File: config.mk
export PLATFORM = sky130hd
export DESIGN_NAME = udp_cbor_value_batch_averager_flat
export DESIGN_NICKNAME = d
export VERILOG_FILES = /design/src/design/cbavg_pkg.sv /design/src/design/cbavg_ifs.sv /design/src/design/cbavg_front.sv /design/src/design/cbavg_queue.sv /design/src/design/cbavg_back.sv /design/src/design/udp_cbor_value_batch_averager.sv /design/src/flat_wrapper.sv
export SDC_FILE = /design/constraint.sdc
export NUM_CORES = 1
export LEC_CHECK = 0
export BUFFER_PORTS_ARGS = -buffer_cell sky130_fd_sc_hd__buf_2
export CAP_MARGIN = 10
export CORE_MARGIN = 1
export CORE_UTILIZATION = 61
export DETAILED_ROUTE_END_ITERATION = 16
export PLACE_DENSITY = 0.89
export SLEW_MARGIN = 20
export SYNTH_ARGS = -nofsm -noshare
export SYNTH_HDL_FRONTEND = slang
export SYNTH_HIERARCHICAL = 1
export SYNTH_SLANG_ARGS = --single-unit
File: constraint.sdc
create_clock -name clock -period 6.5 [get_ports clock]
set_input_delay 1.625 -clock clock [delete_from_list [all_inputs] [get_ports clock]]
set_output_delay 1.625 -clock clock [all_outputs]
set_load 0.01 [all_outputs]
File: src/design/cbavg_pkg.sv
// Package for the UDP/CBOR value batch averager: constants, codes and the
// frame record that crosses from the parser to the accumulator. No dependencies.
package cbavg_pkg;

   localparam int unsigned LEN_W = 12;

   localparam logic [LEN_W-1:0] MAX_FRAME_BYTES = 12'd4095;
   localparam logic [LEN_W-1:0] HDR_BYTES       = 12'd58;

   // Byte offsets of the checked fields
   localparam logic [LEN_W-1:0] OFF_ETH_HI = 12'd12;
   localparam logic [LEN_W-1:0] OFF_ETH_LO = 12'd13;
   localparam logic [LEN_W-1:0] OFF_PROTO  = 12'd23;
   localparam logic [LEN_W-1:0] OFF_ARRAY  = 12'd55;
   localparam logic [LEN_W-1:0] OFF_OPER   = 12'd56;
   localparam logic [LEN_W-1:0] OFF_SAMPLE = 12'd57;

   localparam logic [7:0] ETH_HI_VAL   = 8'h08;
   localparam logic [7:0] ETH_LO_VAL   = 8'h00;
   localparam logic [7:0] PROTO_UDP    = 8'd17;
   localparam logic [3:0] ARRAY_NIBBLE = 4'h8;
   localparam logic [7:0] OPER_IN      = 8'd1;
   localparam logic [7:0] OPER_AVERAGE = 8'd3;

   localparam logic [7:0] BATCH_RESET = 8'd10;

   localparam logic [1:0] VERDICT_PASS    = 2'd0;
   localparam logic [1:0] VERDICT_DROP    = 2'd1;
   localparam logic [1:0] VERDICT_REWRITE = 2'd2;

   localparam int unsigned DIV_STEPS = 16;

   typedef struct packed {
      logic             qualifies;
      logic [LEN_W-1:0] length;
      logic [7:0]       sample;
   } frame_rec_type;

   typedef enum logic [1:0] {
      BK_IDLE,
      BK_DIV,
      BK_DONE
   } back_state_type;

endpackage

File: src/design/cbavg_ifs.sv
// Valid/ready channel interfaces for the byte input and the verdict output.
// Depends on nothing.
interface cbavg_req_if;
   logic       valid;
   logic       ready;
   logic [7:0] frame_byte;
   logic       frame_end;

   modport source (output valid, frame_byte, frame_end, input ready);
   modport sink   (input valid, frame_byte, frame_end, output ready);
endinterface

interface cbavg_rsp_if;
   logic        valid;
   logic        ready;
   logic [1:0]  verdict;
   logic [7:0]  new_operation;
   logic [7:0]  new_value;
   logic [11:0] new_length;

   modport source (output valid, verdict, new_operation, new_value, new_length,
                   input ready);
   modport sink   (input valid, verdict, new_operation, new_value, new_length,
                   output ready);
endinterface

File: src/design/cbavg_front.sv
// Byte parser: tracks offset and header checks, emits one frame record at
// frame end. Depends on cbavg_pkg and cbavg_req_if.
module cbavg_front (
   input  logic                     clock,
   input  logic                     reset,
   cbavg_req_if.sink                req_bus,
   input  logic                     q_full,
   output logic                     q_push,
   output cbavg_pkg::frame_rec_type q_rec
);
   import cbavg_pkg::*;

   logic [LEN_W-1:0] off_ff, off_in;
   logic             eth_ff, eth_in;
   logic             proto_ff, proto_in;
   logic             array_ff, array_in;
   logic             oper_ff, oper_in;
   logic [7:0]       sample_ff, sample_in;
   logic             take;

   assign req_bus.ready = !q_full;
   assign take          = req_bus.valid && !q_full;

   always_comb begin
      eth_in    = eth_ff;
      proto_in  = proto_ff;
      array_in  = array_ff;
      oper_in   = oper_ff;
      sample_in = sample_ff;
      case (off_ff)
         OFF_ETH_HI: eth_in    = (req_bus.frame_byte == ETH_HI_VAL);
         OFF_ETH_LO: eth_in    = eth_ff && (req_bus.frame_byte == ETH_LO_VAL);
         OFF_PROTO:  proto_in  = (req_bus.frame_byte == PROTO_UDP);
         OFF_ARRAY:  array_in  = (req_bus.frame_byte[7:4] == ARRAY_NIBBLE);
         OFF_OPER:   oper_in   = (req_bus.frame_byte == OPER_IN);
         OFF_SAMPLE: sample_in = req_bus.frame_byte;
         default: ;
      endcase
      off_in = (off_ff < MAX_FRAME_BYTES) ? off_ff + 12'd1 : off_ff;
   end

   assign q_push          = take && req_bus.frame_end;
   assign q_rec.qualifies = (off_in >= HDR_BYTES) && eth_in && proto_in &&
                            array_in && oper_in;
   assign q_rec.length    = off_in;
   assign q_rec.sample    = sample_in;

   always_ff @(posedge clock) begin
      if (reset || q_push) begin
         off_ff    <= '0;
         eth_ff    <= 1'b0;
         proto_ff  <= 1'b0;
         array_ff  <= 1'b0;
         oper_ff   <= 1'b0;
         sample_ff <= '0;
      end else if (take) begin
         off_ff    <= off_in;
         eth_ff    <= eth_in;
         proto_ff  <= proto_in;
         array_ff  <= array_in;
         oper_ff   <= oper_in;
         sample_ff <= sample_in;
      end
   end

endmodule

File: src/design/cbavg_queue.sv
// Two-entry queue of frame records between parser and accumulator.
// Depends on cbavg_pkg.
module cbavg_queue (
   input  logic                     clock,
   input  logic                     reset,
   input  logic                     push,
   input  cbavg_pkg::frame_rec_type push_rec,
   input  logic                     pop,
   output cbavg_pkg::frame_rec_type pop_rec,
   output logic                     full,
   output logic                     empty
);
   import cbavg_pkg::*;

   frame_rec_type mem_ff [2];
   logic          wr_ptr_ff, rd_ptr_ff;
   logic [1:0]    count_ff;

   assign full    = (count_ff == 2'd2);
   assign empty   = (count_ff == 2'd0);
   assign pop_rec = mem_ff[rd_ptr_ff];

   always_ff @(posedge clock) begin
      if (push) begin
         mem_ff[wr_ptr_ff] <= push_rec;
      end
   end

   always_ff @(posedge clock) begin
      if (reset) begin
         wr_ptr_ff <= 1'b0;
         rd_ptr_ff <= 1'b0;
         count_ff  <= '0;
      end else begin
         if (push) begin
            wr_ptr_ff <= !wr_ptr_ff;
         end
         if (pop) begin
            rd_ptr_ff <= !rd_ptr_ff;
         end
         count_ff <= count_ff + {1'b0, push} - {1'b0, pop};
      end
   end

endmodule

File: src/design/cbavg_back.sv
// Accumulator and serial divider: turns frame records into verdict words.
// Depends on cbavg_pkg and cbavg_rsp_if.
module cbavg_back (
   input  logic                     clock,
   input  logic                     reset,
   input  logic [7:0]               batch_size,
   input  logic                     q_empty,
   input  cbavg_pkg::frame_rec_type q_rec,
   output logic                     q_pop,
   cbavg_rsp_if.source              rsp_bus
);
   import cbavg_pkg::*;

   back_state_type   state_ff, state_in;
   logic [7:0]       seen_ff, seen_in;
   logic [15:0]      total_ff, total_in;
   logic [15:0]      quot_ff, quot_in;
   logic [7:0]       rem_ff, rem_in;
   logic [7:0]       div_ff, div_in;
   logic [3:0]       step_ff, step_in;
   logic             out_valid_ff, out_valid_in;
   logic [1:0]       out_verdict_ff, out_verdict_in;
   logic [7:0]       out_oper_ff, out_oper_in;
   logic [7:0]       out_value_ff, out_value_in;
   logic [LEN_W-1:0] out_len_ff, out_len_in;

   logic             out_free;
   logic [7:0]       div_eff;
   logic [7:0]       seen_inc;
   logic [15:0]      total_add;
   logic [8:0]       rem_sh;
   logic [8:0]       rem_sub;

   assign out_free  = !out_valid_ff || rsp_bus.ready;
   assign div_eff   = (batch_size == 8'd0) ? 8'd1 : batch_size;
   assign seen_inc  = seen_ff + 8'd1;
   assign total_add = total_ff + {8'd0, q_rec.sample};
   assign rem_sh    = {rem_ff, quot_ff[15]};
   assign rem_sub   = rem_sh - {1'b0, div_ff};

   assign rsp_bus.valid         = out_valid_ff;
   assign rsp_bus.verdict       = out_verdict_ff;
   assign rsp_bus.new_operation = out_oper_ff;
   assign rsp_bus.new_value     = out_value_ff;
   assign rsp_bus.new_length    = out_len_ff;

   always_ff @(posedge clock) begin
      if (reset) begin
         state_ff     <= BK_IDLE;
         seen_ff      <= '0;
         total_ff     <= '0;
         out_valid_ff <= 1'b0;
      end else begin
         state_ff     <= state_in;
         seen_ff      <= seen_in;
         total_ff     <= total_in;
         out_valid_ff <= out_valid_in;
      end
   end

   always_ff @(posedge clock) begin
      quot_ff        <= quot_in;
      rem_ff         <= rem_in;
      div_ff         <= div_in;
      step_ff        <= step_in;
      out_verdict_ff <= out_verdict_in;
      out_oper_ff    <= out_oper_in;
      out_value_ff   <= out_value_in;
      out_len_ff     <= out_len_in;
   end

   always_comb begin
      state_in       = state_ff;
      seen_in        = seen_ff;
      total_in       = total_ff;
      quot_in        = quot_ff;
      rem_in         = rem_ff;
      div_in         = div_ff;
      step_in        = step_ff;
      out_valid_in   = out_valid_ff && !rsp_bus.ready;
      out_verdict_in = out_verdict_ff;
      out_oper_in    = out_oper_ff;
      out_value_in   = out_value_ff;
      out_len_in     = out_len_ff;
      q_pop          = 1'b0;
      case (state_ff)
         BK_IDLE: begin
            if (!q_empty && out_free) begin
               q_pop          = 1'b1;
               out_verdict_in = VERDICT_PASS;
               out_oper_in    = '0;
               out_value_in   = '0;
               out_len_in     = q_rec.length;
               if (q_rec.qualifies && seen_inc >= div_eff) begin
                  // batch complete: divide the total, clear the batch
                  seen_in  = '0;
                  total_in = '0;
                  quot_in  = total_add;
                  rem_in   = '0;
                  div_in   = div_eff;
                  step_in  = '0;
                  state_in = BK_DIV;
               end else begin
                  if (q_rec.qualifies) begin
                     seen_in        = seen_inc;
                     total_in       = total_add;
                     out_verdict_in = VERDICT_DROP;
                  end
                  out_valid_in = 1'b1;
               end
            end
         end
         BK_DIV: begin
            if (rem_sh >= {1'b0, div_ff}) begin
               rem_in  = rem_sub[7:0];
               quot_in = {quot_ff[14:0], 1'b1};
            end else begin
               rem_in  = rem_sh[7:0];
               quot_in = {quot_ff[14:0], 1'b0};
            end
            step_in = step_ff + 4'd1;
            if (step_ff == 4'(DIV_STEPS - 1)) begin
               state_in = BK_DONE;
            end
         end
         BK_DONE: begin
            if (out_free) begin
               out_valid_in   = 1'b1;
               out_verdict_in = VERDICT_REWRITE;
               out_oper_in    = OPER_AVERAGE;
               out_value_in   = quot_ff[7:0];
               out_len_in     = HDR_BYTES;
               state_in       = BK_IDLE;
            end
         end
         default: state_in = BK_IDLE;
      endcase
   end

endmodule

File: src/design/udp_cbor_value_batch_averager.sv
// Top level of the UDP/CBOR value batch averager: parser, record queue and
// accumulator/divider. Depends on cbavg_pkg, the channel interfaces and submodules.
//
//  Channel   Direction  Word                                          Handshake
//  req_bus   in         frame_byte[7:0], frame_end                    valid/ready
//  rsp_bus   out        verdict, new_operation, new_value, new_length valid/ready
//  csr_*     in         batch_size[7:0]                               write enable
//
// The parser takes one byte per cycle and hands a record to a two-entry queue
// on each frame_end byte; it stalls only when that queue is full.
// A pass or drop verdict is registered and leaves the back end in the cycle after its
// record is popped; a completed batch runs a 16-step restoring divider.
// Reset is synchronous: it clears the queue, counters, the output valid and sets
// batch_size to 10. A stalled output word holds while the parser keeps going.
module udp_cbor_value_batch_averager (
   input  logic        clock,
   input  logic        reset,
   cbavg_req_if.sink   req_bus,
   cbavg_rsp_if.source rsp_bus,
   input  logic        csr_wr_en,
   input  logic [7:0]  csr_wr_data
);
   import cbavg_pkg::*;

   logic [7:0]    batch_size_ff, batch_size_in;
   logic          q_push, q_pop, q_full, q_empty;
   frame_rec_type push_rec, pop_rec;

   // Hold batch size unless written
   assign batch_size_in = csr_wr_en ? csr_wr_data : batch_size_ff;

   always_ff @(posedge clock) begin
      if (reset) begin
         batch_size_ff <= BATCH_RESET;
      end else begin
         batch_size_ff <= batch_size_in;
      end
   end

   cbavg_front u_front (
      .clock  (clock),
      .reset  (reset),
      .req_bus(req_bus),
      .q_full (q_full),
      .q_push (q_push),
      .q_rec  (push_rec)
   );

   cbavg_queue u_queue (
      .clock   (clock),
      .reset   (reset),
      .push    (q_push),
      .push_rec(push_rec),
      .pop     (q_pop),
      .pop_rec (pop_rec),
      .full    (q_full),
      .empty   (q_empty)
   );

   cbavg_back u_back (
      .clock     (clock),
      .reset     (reset),
      .batch_size(batch_size_ff),
      .q_empty   (q_empty),
      .q_rec     (pop_rec),
      .q_pop     (q_pop),
      .rsp_bus   (rsp_bus)
   );

endmodule

File: src/flat_wrapper.sv
// flat-port wrapper written by rule: the top's interface ports become plain ports
module udp_cbor_value_batch_averager_flat import cbavg_pkg::*;
  (clock, reset, csr_wr_en, csr_wr_data, req_bus_valid, req_bus_frame_byte, req_bus_frame_end, req_bus_ready, rsp_bus_valid, rsp_bus_verdict, rsp_bus_new_operation, rsp_bus_new_value, rsp_bus_new_length, rsp_bus_ready);
  cbavg_req_if req_bus_i ();
  cbavg_rsp_if rsp_bus_i ();
  input  logic clock;
  input  logic reset;
  input  logic csr_wr_en;
  input  logic [7:0] csr_wr_data;
  input wire logic [$bits(req_bus_i.valid)-1:0] req_bus_valid;
  input wire logic [$bits(req_bus_i.frame_byte)-1:0] req_bus_frame_byte;
  input wire logic [$bits(req_bus_i.frame_end)-1:0] req_bus_frame_end;
  output wire logic [$bits(req_bus_i.ready)-1:0] req_bus_ready;
  output wire logic [$bits(rsp_bus_i.valid)-1:0] rsp_bus_valid;
  output wire logic [$bits(rsp_bus_i.verdict)-1:0] rsp_bus_verdict;
  output wire logic [$bits(rsp_bus_i.new_operation)-1:0] rsp_bus_new_operation;
  output wire logic [$bits(rsp_bus_i.new_value)-1:0] rsp_bus_new_value;
  output wire logic [$bits(rsp_bus_i.new_length)-1:0] rsp_bus_new_length;
  input wire logic [$bits(rsp_bus_i.ready)-1:0] rsp_bus_ready;
  assign req_bus_i.valid = req_bus_valid;
  assign req_bus_i.frame_byte = req_bus_frame_byte;
  assign req_bus_i.frame_end = req_bus_frame_end;
  assign req_bus_ready = req_bus_i.ready;
  assign rsp_bus_valid = rsp_bus_i.valid;
  assign rsp_bus_verdict = rsp_bus_i.verdict;
  assign rsp_bus_new_operation = rsp_bus_i.new_operation;
  assign rsp_bus_new_value = rsp_bus_i.new_value;
  assign rsp_bus_new_length = rsp_bus_i.new_length;
  assign rsp_bus_i.ready = rsp_bus_ready;
  udp_cbor_value_batch_averager u_core (.clock(clock), .reset(reset), .req_bus(req_bus_i), .rsp_bus(rsp_bus_i), .csr_wr_en(csr_wr_en), .csr_wr_data(csr_wr_data));
endmodule
==> summary.md, run 1 <==
| Metric | Value |
|---|---|
| Status | `completed` |
| Netlist Area Pre-Place | `8740 um2` |
| R2R setup slack | `3.24 ns` |
| Post-synth ARST share | `0%` |
| Slew margin rel. | `34.7%` |
| Post-CTS Repair Setup Buffers | `0` |
| Period Utilization, post-route | `50.1%` |
| Pin count of the biggest net entering global routing | `35` |
| Switching share of power | `30.6%` |
| Die area | `14800 um2` |
| DPL Wire Length | `12000 um` |
| TritonCTS clock tree | `yes` |
| Synth Warn # | `6` |
| Clock latency at the later pin of the worst-skew pair | `0.43 ns` |
| Synth Flop Type | `edfxtp_1` |
| Antenna diodes | `0` |
| I/O pin cnt | `54` |
| Final worst slack | `3.24 ns` |
| RSZ-0062 raised after global routing | `no` |
| Crit Path Category | `flip-flop to flip-flop` |
| Setup_tns | `0 ns` |
| Die width | `122 um` |
| Vias per cell | `6.26` |
| Via count | `6445` |
| GPL Wtd Cong | `0.882` |
| Number of distinct library cells after synthesis | `77` |
| Final Routed Wirelength | `18300 um` |
| Part of the power in registers | `43.0%` |
| Overall Global Routing Usage | `26.1%` |
| Critical Path End Type | `flip-flop` |
| Crit path required time | `6.65 ns` |
| Reported leakage power | `3.66 nW` |
| Hold Vio Cnt, Final | `0` |
| Avg WL per Cell | `17.8 um` |
| Final #Nets | `891` |
| Remaining antenna violation count | `0` |
| Max_cap viols | `0` |
| Final Non-Filler Cells | `1029` |
| Syn Area/Cell | `10.7 um2` |
| Post-synth EDFFs | `101` |
| Startpoint Class | `flip-flop` |
| Vias in the first global route | `5865` |
| Post-synthesis register bit count | `165` |
| Finished Core Util | `68.4%` |
| Slew @ Worst Pin | `0.980 ns` |
| Layout area overhead | `9.17%` |
| Post-Synthesis Cells | `820` |
| DR DRC count | `0` |
| P_int | `0.00212 W` |
| Row cnt | `43` |
| First-pass GRT wire length | `29600 um` |
| Total congestion overflow | `0` |
| Final setup violating endpoints | `0` |
| DR iter-0 viols | `636` |
| Crit path DAT | `3.41 ns` |
| Sink Count | `165` |
| Largest area contributor in the netlist | `edfxtp_1` |
| Pre-CTS worst setup slack | `3.01 ns` |
| Clock transition at path regs | `0.06 ns` |
| Combinational power share | `25.4%` |
| IO Port Bufs | `47` |
| Post-cts resize count | `0` |
| CTS root buf | `clkbuf_16` |
| Final Slew Violations | `0` |
| Worst-case reg-to-reg path depth | `10` |
| Share of cells above drive strength 1 | `17.7%` |
| H-Tree Depth | `4` |
| Sw Pwr | `0.000935 W` |
| Crit path max fanout | `28` |
| Worst Hold Depth | `2` |
| Clock Tree Buf Depth | `2` |
| Post-route cell area | `9540 um2` |
| Clock Skew | `0.0105 ns` |
| Register area share after synthesis | `49.4%` |
| Pwr dens | `320 nW/um2` |
| Initial antenna violation count | `0` |
| Largest cells by area after synthesis | `edfxtp_1, dfxtp_1, ha_1, mux2_4, nor2_1` |
| Die Span Y | `122 um` |
| Fmax | `0.307 GHz` |
| Number of CTS-inserted buffers | `17` |
| Max VDD drop | `0.186 mV` |
| Placed Area | `8970 um2` |
| Placed cell count | `997` |
| Clk network pwr share | `31.7%` |
| Proportion of netlist area held by the largest area contributor | `34.7%` |
| Area of the core | `13900 um2` |
| Hold-fix buffers, CTS | `0` |
| Initial Util | `62.7%` |
| DRT Pass-1 Iters | `6` |
| Period minus WS final | `3.26 ns` |
| Hold crit path type | `flip-flop to flip-flop` |
==> registers in the layout, indices dropped and copies added (netlist names), 12 cells and up, named ones only <==
name,count
u_core/u_back/quot_ff,16
u_core/u_back/rsp_bus.new_length,12
u_core/u_back/total_ff,16
u_core/u_front/off_ff,12
u_core/u_queue/mem_ff,42
==> cell usage in the layout (no fill, tap or decap), drive strengths merged, types with 17 or more instances in the layout <==
cell / count
nor2b: 22
inv: 40
a21oi: 31
and2: 17
ha: 31
nor2: 61
o21ai: 19
nand3: 34
mux2: 37
nand4: 24
mux2i: 18
dfxtp: 64
clkbuf: 19
buf: 56
edfxtp: 101
nand2: 60
==> kinds of logic after synthesis <==
group / synth area share [%]
AOI/OAI and AO/OA: 13.0
xor gates and xnor gates: 2.16
adders and majority gates: 4.90
buffers and inverters: 5.28
DFF: 49.4
muxes: 7.69
other: 0.0429
and+or+nand+nor: 17.5
==> layer usage <==
layer,up-vias,global-route usage [%],wire length [um]
met3,43,5.99,1330
met4,0,9.57,351
met5,-,0,0
li1,3048,-,-
met2,314,40.2,8700
met1,3040,36.0,7920
==> power groups by stage <==
stage / combinational [W] / clock (W) / sequential (W)
global route: 0.000843 / 0.00103 / 0.00133
finish: 0.000776 / 0.000968 / 0.00131
floorplan: 0.000556 / 0 / 0.00136
CTS: 0.000768 / 0.000984 / 0.00131
detailed placement: 0.000759 / 0 / 0.00133
global placement: 0.000731 / 0 / 0.00133
==> per-stage QoR <==
stage / power, W / hold WS, ns
floorplan: 0.00191 / 0.436
global placement: 0.00206 / 0.442
CTS: 0.00307 / 0.461
detailed placement: 0.00209 / 0.451
finish: 0.00306 / 0.471
global route: 0.00320 / 0.484
==> final cells by class <==
class / count / area, um2
sequential: 165 / 4310
fill: 969 / 4400
tap: 180 / 225
inverter: 37 / 139
multi-input combinational: 559 / 3990
clock buffer: 19 / 443
timing repair buffer: 56 / 303
clock inverter: 13 / 125
==> critical path: stages (launching register included) <==
cell and delay, ns:
dfxtp_1 0.41, ha_1 0.26, and3_1 0.25, nand3_1 0.11, xnor2_1 0.20, ha_1 0.29
nand3_1 0.10, nand2_1 0.24, a31oi_4 0.71, o21ai_2 0.12, buf_4 0.27
==> synthesized netlist by cell type, drive strengths merged, types with 16 or more instances <==
cell,n
edfxtp,101
dfxtp,64
nor2,61
nand2,60
clkbuf,40
inv,37
mux2,37
nand3,34
a21oi,31
ha,31
buf,24
nand4,24
nor2b,22
o21ai,19
mux2i,18
and2,17
a31oi,16
o2111ai,16
==> path summary, 6_finish.rpt <==
| check | start | end |
|---|---|---|
| worst max-delay path | u_core/u_back/seen_ff[0]$_SDFFE_PP0P_ | u_core/u_back/quot_ff[15]$_DFFE_PP_ |
| worst min-delay path | u_core/u_back/seen_ff[7]$_SDFFE_PP0P_ | u_core/u_back/seen_ff[7]$_SDFFE_PP0P_ |
| worst max register to register | u_core/u_back/seen_ff[0]$_SDFFE_PP0P_ | u_core/u_back/quot_ff[15]$_DFFE_PP_ |
| worst min register to register | u_core/u_back/seen_ff[7]$_SDFFE_PP0P_ | u_core/u_back/seen_ff[7]$_SDFFE_PP0P_ |
No activity file was read; power rests on OpenSTA's default activity.
==> run 2, diff against run 1 <==
--- a/config.mk
+++ b/config.mk
@@ -8,9 +8,9 @@
 export BUFFER_PORTS_ARGS = -buffer_cell sky130_fd_sc_hd__buf_2
 export CAP_MARGIN = 10
 export CORE_MARGIN = 1
-export CORE_UTILIZATION = 61
+export CORE_UTILIZATION = 55
 export DETAILED_ROUTE_END_ITERATION = 16
-export PLACE_DENSITY = 0.89
+export PLACE_DENSITY = 0.85
 export SLEW_MARGIN = 20
 export SYNTH_ARGS = -nofsm -noshare
 export SYNTH_HDL_FRONTEND = slang
==> constraint.sdc (replaced) <==
create_clock -name clock -period 2.8 [get_ports clock]
set_input_delay 0.7 -clock clock [delete_from_list [all_inputs] [get_ports clock]]
set_output_delay 0.7 -clock clock [all_outputs]
set_load 0.01 [all_outputs]
==> run 2 against run 1 <==
Total power increased by 140%. Setup slack lost 3.1 ns. Via count increased by 0.40%. Sequential share of layout area down 1.3 points. Design area rose by 3.1%. Clock power grew 140%. Clock-buffer cell count is the same. Register-to-register slack worse by 3.1 ns. Combinational power rose by 140%. Worst hold slack lost 0.020 ns.
==> summary.md, run 2 (synthesis gave the netlist of run 1 again) <==
| Metric | Value |
|---|---|
| Status | `completed` |
| Initial Util | `56.8%` |
| Die Span Y | `128 um` |
| DRT Pass-1 Iters | `5` |
| Antenna diodes | `0` |
| Final setup violating endpoints | `0` |
| WHS | `0.451 ns` |
| Critical Path, Cell by Cell | `or4_1, or4_1, a211o_1, a211o_1, a211oi_2` |
| Clock Skew | `0.00983 ns` |
| DR DRC count | `0` |
| Overall Global Routing Usage | `23.5%` |
| Reg-to-reg endpoint | `u_core/u_queue/mem_ff[0][20]$_DFFE_PP_` |
| Sink Count | `165` |
| GPL Wtd Cong | `0.907` |
| DPL Wire Length | `12700 um` |
| Post-route cell area | `9830 um2` |
| Final Slew Violations | `0` |
| Crit Path Category | `flip-flop to flip-flop` |
| First-pass GRT wire length | `30000 um` |
| Vias in the first global route | `6039` |
| TritonCTS clock tree | `yes` |
| Reported leakage power | `3.79 nW` |
| CP startpoint | `u_core/u_front/off_ff[6]$_SDFFE_PP0P_` |
| Placed Area | `9220 um2` |
| Vias per cell | `5.98` |
| Number of CTS-inserted buffers | `17` |
| Die width | `128 um` |
| IO Port Bufs | `47` |
| Max VDD drop | `0.459 mV` |
| Top delay family on crit path | `simple AND/OR/NAND/NOR gates` |
| Pwr dens | `736 nW/um2` |
| Crit path DAT | `2.94 ns` |
| Total congestion overflow | `0` |
| DR iter-0 viols | `584` |
| Setup_tns | `0 ns` |
| Clock transition at path regs | `0.06 ns` |
| Hold EP | `u_core/u_back/div_ff[3]$_DFFE_PP_` |
| Critical path's slowest cell | `or4_1` |
| Period Utilization, post-route | `96.0%` |
| Pre-CTS worst setup slack | `0.0406 ns` |
| Max reg flops | `42` |
| Period minus WS final | `2.69 ns` |
| RSZ-0062 raised after global routing | `no` |
| Clock Tree Buf Depth | `2` |
| Crit path required time | `3.05 ns` |
| Max_cap viols | `0` |
| Via count | `6471` |
| Fmax | `0.372 GHz` |
| Highest-count cells in the layout ignoring fill and taps | `edfxtp_1, dfxtp_1, nor2_1, nand2_1, buf_2` |
| Layout area overhead | `12.5%` |
| Clock latency at the later pin of the worst-skew pair | `0.43 ns` |
| Most common cell after layout, fill and taps aside | `edfxtp_1` |
| Crit path max fanout | `10` |
| Pin count of the biggest net entering global routing | `35` |
| R2R setup slack | `0.11 ns` |
| Remaining antenna violation count | `0` |
| Worst-case reg-to-reg path depth | `5` |
| Critical Path End Type | `flip-flop` |
| Hold-fix buffers, CTS | `0` |
| Area of the core | `15400 um2` |
| Slew margin rel. | `56.2%` |
| Hold Vio Cnt, Final | `0` |
| Final worst slack | `0.112 ns` |
| CTS root buf | `clkbuf_16` |
| Hold crit path type | `flip-flop to flip-flop` |
| Final #Nets | `914` |
| Die area | `16400 um2` |
| Startpoint Class | `flip-flop` |
| Reg with most FFs | `u_core/u_queue/mem_ff` |
| Row cnt | `45` |
| I/O pin cnt | `54` |
| Pwr Total | `0.00724 W` |
| Crit-path max cell delay | `0.69 ns` |
| Final Routed Wirelength | `18300 um` |
| H-Tree Depth | `4` |
| Share of cells above drive strength 1 | `20.4%` |
| Worst Hold Depth | `0` |
| Biggest regs | `u_core/u_queue/mem_ff x42, u_core/u_back/quot_ff x16, u_core/u_back/total_ff x16` |
| Avg WL per Cell | `16.9 um` |
| Initial antenna violation count | `0` |
| Hold path startpoint | `u_core/batch_size_ff[3]$_SDFFE_PP1P_` |
| Slew @ Worst Pin | `0.651 ns` |
| Critical register-to-register path startpoint | `u_core/u_front/off_ff[6]$_SDFFE_PP0P_` |
| Buffers and inverters on the worst path | `0` |
==> run 2: cell count changes in the layout (fill, tap and decap cells not counted), sizes merged <==
cell      before  now
buf           56   79
bufinv         1    2
clkinv         5    8
clkinvlp       4    1
inv           40   39
==> run 2: cell type report <==
cell class,count,area (um2)
clock inverters,13,133
repair buffers,79,513
inverters,37,139
flip-flops and latches,165,4320
well taps,211,264
multi-input cells,559,4020
fillers,1137,5540
clock buffers,19,443
==> run 2: how the worst max path moves through the flow <==
stage                                              end  cells after the start
6_report        u_core/u_queue/mem_ff[0][20]$_DFFE_PP_                      5
5_1_grt        u_core/u_back/total_ff[14]$_SDFFE_PP0P_                     12
4_1_cts             u_core/u_back/quot_ff[8]$_DFFE_PP_                      8
3_5_place_dp    u_core/u_back/total_ff[9]$_SDFFE_PP0P_                     10
3_3_place_gp   u_core/u_back/total_ff[15]$_SDFFE_PP0P_                     10
2_1_floorplan       u_core/u_back/quot_ff[0]$_DFFE_PP_                     10
==> run 2: worst reg2reg max path: stages (launching register included) <==
cell,delay (ns)
dfxtp_1,0.40
or4_1,0.69
or4_1,0.57
a211o_1,0.33
a211o_1,0.32
a211oi_2,0.20
==> run 2: what timing repair did <==
item | CTS | global route
gates cloned | 0 | 0
pin swaps | 1 | 0
resized for setup | 0 | 7
endpoints found under the setup margin | 3 | 21
setup buffers | 2 | 0
==> run 2: through the flow <==
stage	instances	utilization (%)
finish	1083	63.9
global route	1083	63.9
CTS	1083	63.8
detailed placement	1049	60.0
global placement	1049	60.0
floorplan	825	-
==> run 2: power by group <==
part           internal [W]  switching (W)
registers           0.00293       0.000133
clock network       0.00133       0.000946
logic              0.000827        0.00107
==> run 2: metal layers <==
metal	vias up	track usage, %	share of wire, %
met3	34	5.18	5.9
met5	-	0	0
met4	0	8.30	1.8
met1	3081	32.0	45
li1	3101	-	-
met2	255	37.1	47
==> run 3, diff against run 2 <==
--- a/config.mk
+++ b/config.mk
@@ -6,8 +6,7 @@
 export NUM_CORES = 1
 export LEC_CHECK = 0
 export BUFFER_PORTS_ARGS = -buffer_cell sky130_fd_sc_hd__buf_2
-export CAP_MARGIN = 10
-export CORE_MARGIN = 1
+export CORE_MARGIN = 3
 export CORE_UTILIZATION = 55
 export DETAILED_ROUTE_END_ITERATION = 16
 export PLACE_DENSITY = 0.85
==> run 3 against run 2 <==
Sequential share of layout area barely moved. First-iteration DRC count decreased by 5.8%. Core utilization did not move. Sequential cell count unchanged. Clock power is 3% lower. Global-route usage fell by 2.3 points. Highest routed layer unchanged.
==> summary.md, run 3 (synthesis gave the netlist of run 1 again) <==
| Metric | Value |
|---|---|
| TritonCTS clock tree | `yes` |
| Length of routed met2 wiring | `8820 um` |
| Crit path DAT | `3.00 ns` |
| Reported leakage power | `3.81 nW` |
| Highest-count cells in the layout ignoring fill and taps | `edfxtp_1, dfxtp_1, nor2_1` |
| IO Port Bufs | `47` |
| Avg WL per Cell | `17.1 um` |
| Critical register-to-register path startpoint | `u_core/u_back/seen_ff[1]$_SDFFE_PP0P_` |
| Post-route cell area | `9830 um2` |
| Clock Skew | `0.00724 ns` |
| Met3 routed WL | `1270 um` |
| Slew margin rel. | `53.0%` |
| DRT Pass-1 Iters | `8` |
| Initial antenna violation count | `0` |
| Placed Area | `9250 um2` |
| Sink Count | `165` |
| Die width | `132 um` |
| Reg with most FFs | `u_core/u_queue/mem_ff` |
| Hold crit path type | `flip-flop to flip-flop` |
| Final setup violating endpoints | `0` |
| Max VDD drop | `0.506 mV` |
| Period minus WS final | `2.64 ns` |
| DR DRC count | `0` |
| Row cnt | `45` |
| Period Utilization, post-route | `94.4%` |
| Die area | `17400 um2` |
| CP startpoint | `u_core/u_back/seen_ff[1]$_SDFFE_PP0P_` |
| Status | `completed` |
| First-pass GRT wire length | `30100 um` |
| Finished Core Util | `63.9%` |
| Vias in the first global route | `6094` |
| Startpoint Class | `flip-flop` |
| Worst-case reg-to-reg path depth | `11` |
| Number of CTS-inserted buffers | `17` |
| I/O pin cnt | `54` |
| Total congestion overflow | `0` |
| Most common cell after layout, fill and taps aside | `edfxtp_1` |
| Vias per cell | `6.02` |
| Crit Path Category | `flip-flop to flip-flop` |
| Metal1 wirelength | `8090 um` |
| Final Slew Violations | `0` |
| Biggest regs | `u_core/u_queue/mem_ff x42, u_core/u_back/quot_ff x16, u_core/u_back/total_ff x16` |
| Layout area overhead | `12.5%` |
| Final worst slack | `0.157 ns` |
| Pin count of the biggest net entering global routing | `35` |
| Crit path max fanout | `6` |
| Final Routed Wirelength | `18600 um` |
| GPL Wtd Cong | `0.917` |
| H-Tree Depth | `4` |
| Register area | `4320 um2` |
| Hold Vio Cnt, Final | `0` |
| Pre-CTS worst setup slack | `0.0132 ns` |
| DPL Wire Length | `12600 um` |
| Final #Nets | `916` |
| Hold-fix buffers, CTS | `0` |
| R2R setup slack | `0.16 ns` |
| Area of the core | `15400 um2` |
| Worst Hold Depth | `0` |
| Clock latency at the later pin of the worst-skew pair | `0.43 ns` |
| Initial Util | `56.8%` |
| Fmax | `0.378 GHz` |
| Crit path required time | `3.16 ns` |
| Share of cells above drive strength 1 | `20.5%` |
| Crit path capture | `u_core/u_back/total_ff[12]$_SDFFE_PP0P_` |
| CTS root buf | `clkbuf_16` |
| Reg-to-reg endpoint | `u_core/u_back/total_ff[12]$_SDFFE_PP0P_` |
| Remaining antenna violation count | `0` |
| Multi-input gate area | `4010 um2` |
| Critical Path End Type | `flip-flop` |
| Pwr dens | `736 nW/um2` |
| Die Span Y | `132 um` |
| Fillers | `1111` |
| Overall Global Routing Usage | `21.2%` |
| Max reg flops | `42` |
| Clock Tree Buf Depth | `2` |
| Clock transition at path regs | `0.06 ns` |
| Top sig layer | `met4` |
| Via count | `6532` |
| Slew @ Worst Pin | `0.699 ns` |
| DR iter-0 viols | `550` |
| Antenna diodes | `0` |
| Max_cap viols | `0` |
## run 3: worst max-delay path: stages (launching register included)
cell and delay (ns):
dfxtp_1 0.37, ha_2 0.24, and3_4 0.22, nand3_1 0.09
xnor2_1 0.22, ha_1 0.28, and3_1 0.19, buf_4 0.16
a311oi_4 0.30, buf_4 0.20, o2111ai_1 0.11, a31oi_1 0.19
## run 3: layout make-up
class / count / area share, %
Sequential cell: 165 / 43.9
Multi-Input combinational cell: 559 / 40.7
Timing Repair Buffer: 81 / 5.50
Clock buffer: 18 / 4.47
Tap cell: 211 / 2.69
Inverter: 37 / 1.41
Clock inverter: 14 / 1.29
## run 3: routing by layer
layer	global-route usage (%)	vias up
met3	4.73	36
met1	28.1	3113
li1	-	3095
met4	8.11	0
met5	0	-
met2	34.2	288
## run 3: what timing repair did
| item | 4_1_cts | 5_1_grt |
|---|---|---|
| resized for setup | 0 | 2 |
| endpoints found under the setup margin | 3 | 21 |
| pin swaps | 1 | 1 |
| setup buffers | 0 | 2 |
## run 3: where the power goes
group	internal (W)	total (W)	switching (W)
clock	0.00125	0.00221	0.000959
sequential	0.00292	0.00305	0.000123
combinational	0.000853	0.00197	0.00112
total	0.00503	0.00723	0.00220
## run 3: through the flow
stage | total power, W | std cells | hold WS, ns | TNS [ns]
2_1_floorplan | 0.00444 | 825 | 0.436 | 0
3_3_place_gp | 0.00492 | 1051 | 0.436 | 0
3_5_place_dp | 0.00501 | 1051 | 0.437 | 0
4_1_cts | 0.00723 | 1083 | 0.454 | 0
5_1_grt | 0.00752 | 1085 | 0.463 | -0.00316
6_report | 0.00723 | 1085 | 0.448 | 0
## run 3: how the worst min path moves through the flow
| stage | start | end |
|---|---|---|
| 2_1_floorplan | u_core/u_back/total_ff[0]$_SDFFE_PP0P_ | u_core/u_back/total_ff[0]$_SDFFE_PP0P_ |
| 4_1_cts | u_core/batch_size_ff[3]$_SDFFE_PP1P_ | u_core/u_back/div_ff[3]$_DFFE_PP_ |
| 3_3_place_gp | u_core/batch_size_ff[3]$_SDFFE_PP1P_ | u_core/u_back/div_ff[3]$_DFFE_PP_ |
| 5_1_grt | csr_wr_data[3] | u_core/batch_size_ff[3]$_SDFFE_PP1P_ |
| 3_5_place_dp | u_core/batch_size_ff[3]$_SDFFE_PP1P_ | u_core/u_back/div_ff[3]$_DFFE_PP_ |
| 6_report | u_core/batch_size_ff[3]$_SDFFE_PP1P_ | u_core/u_back/div_ff[3]$_DFFE_PP_ |
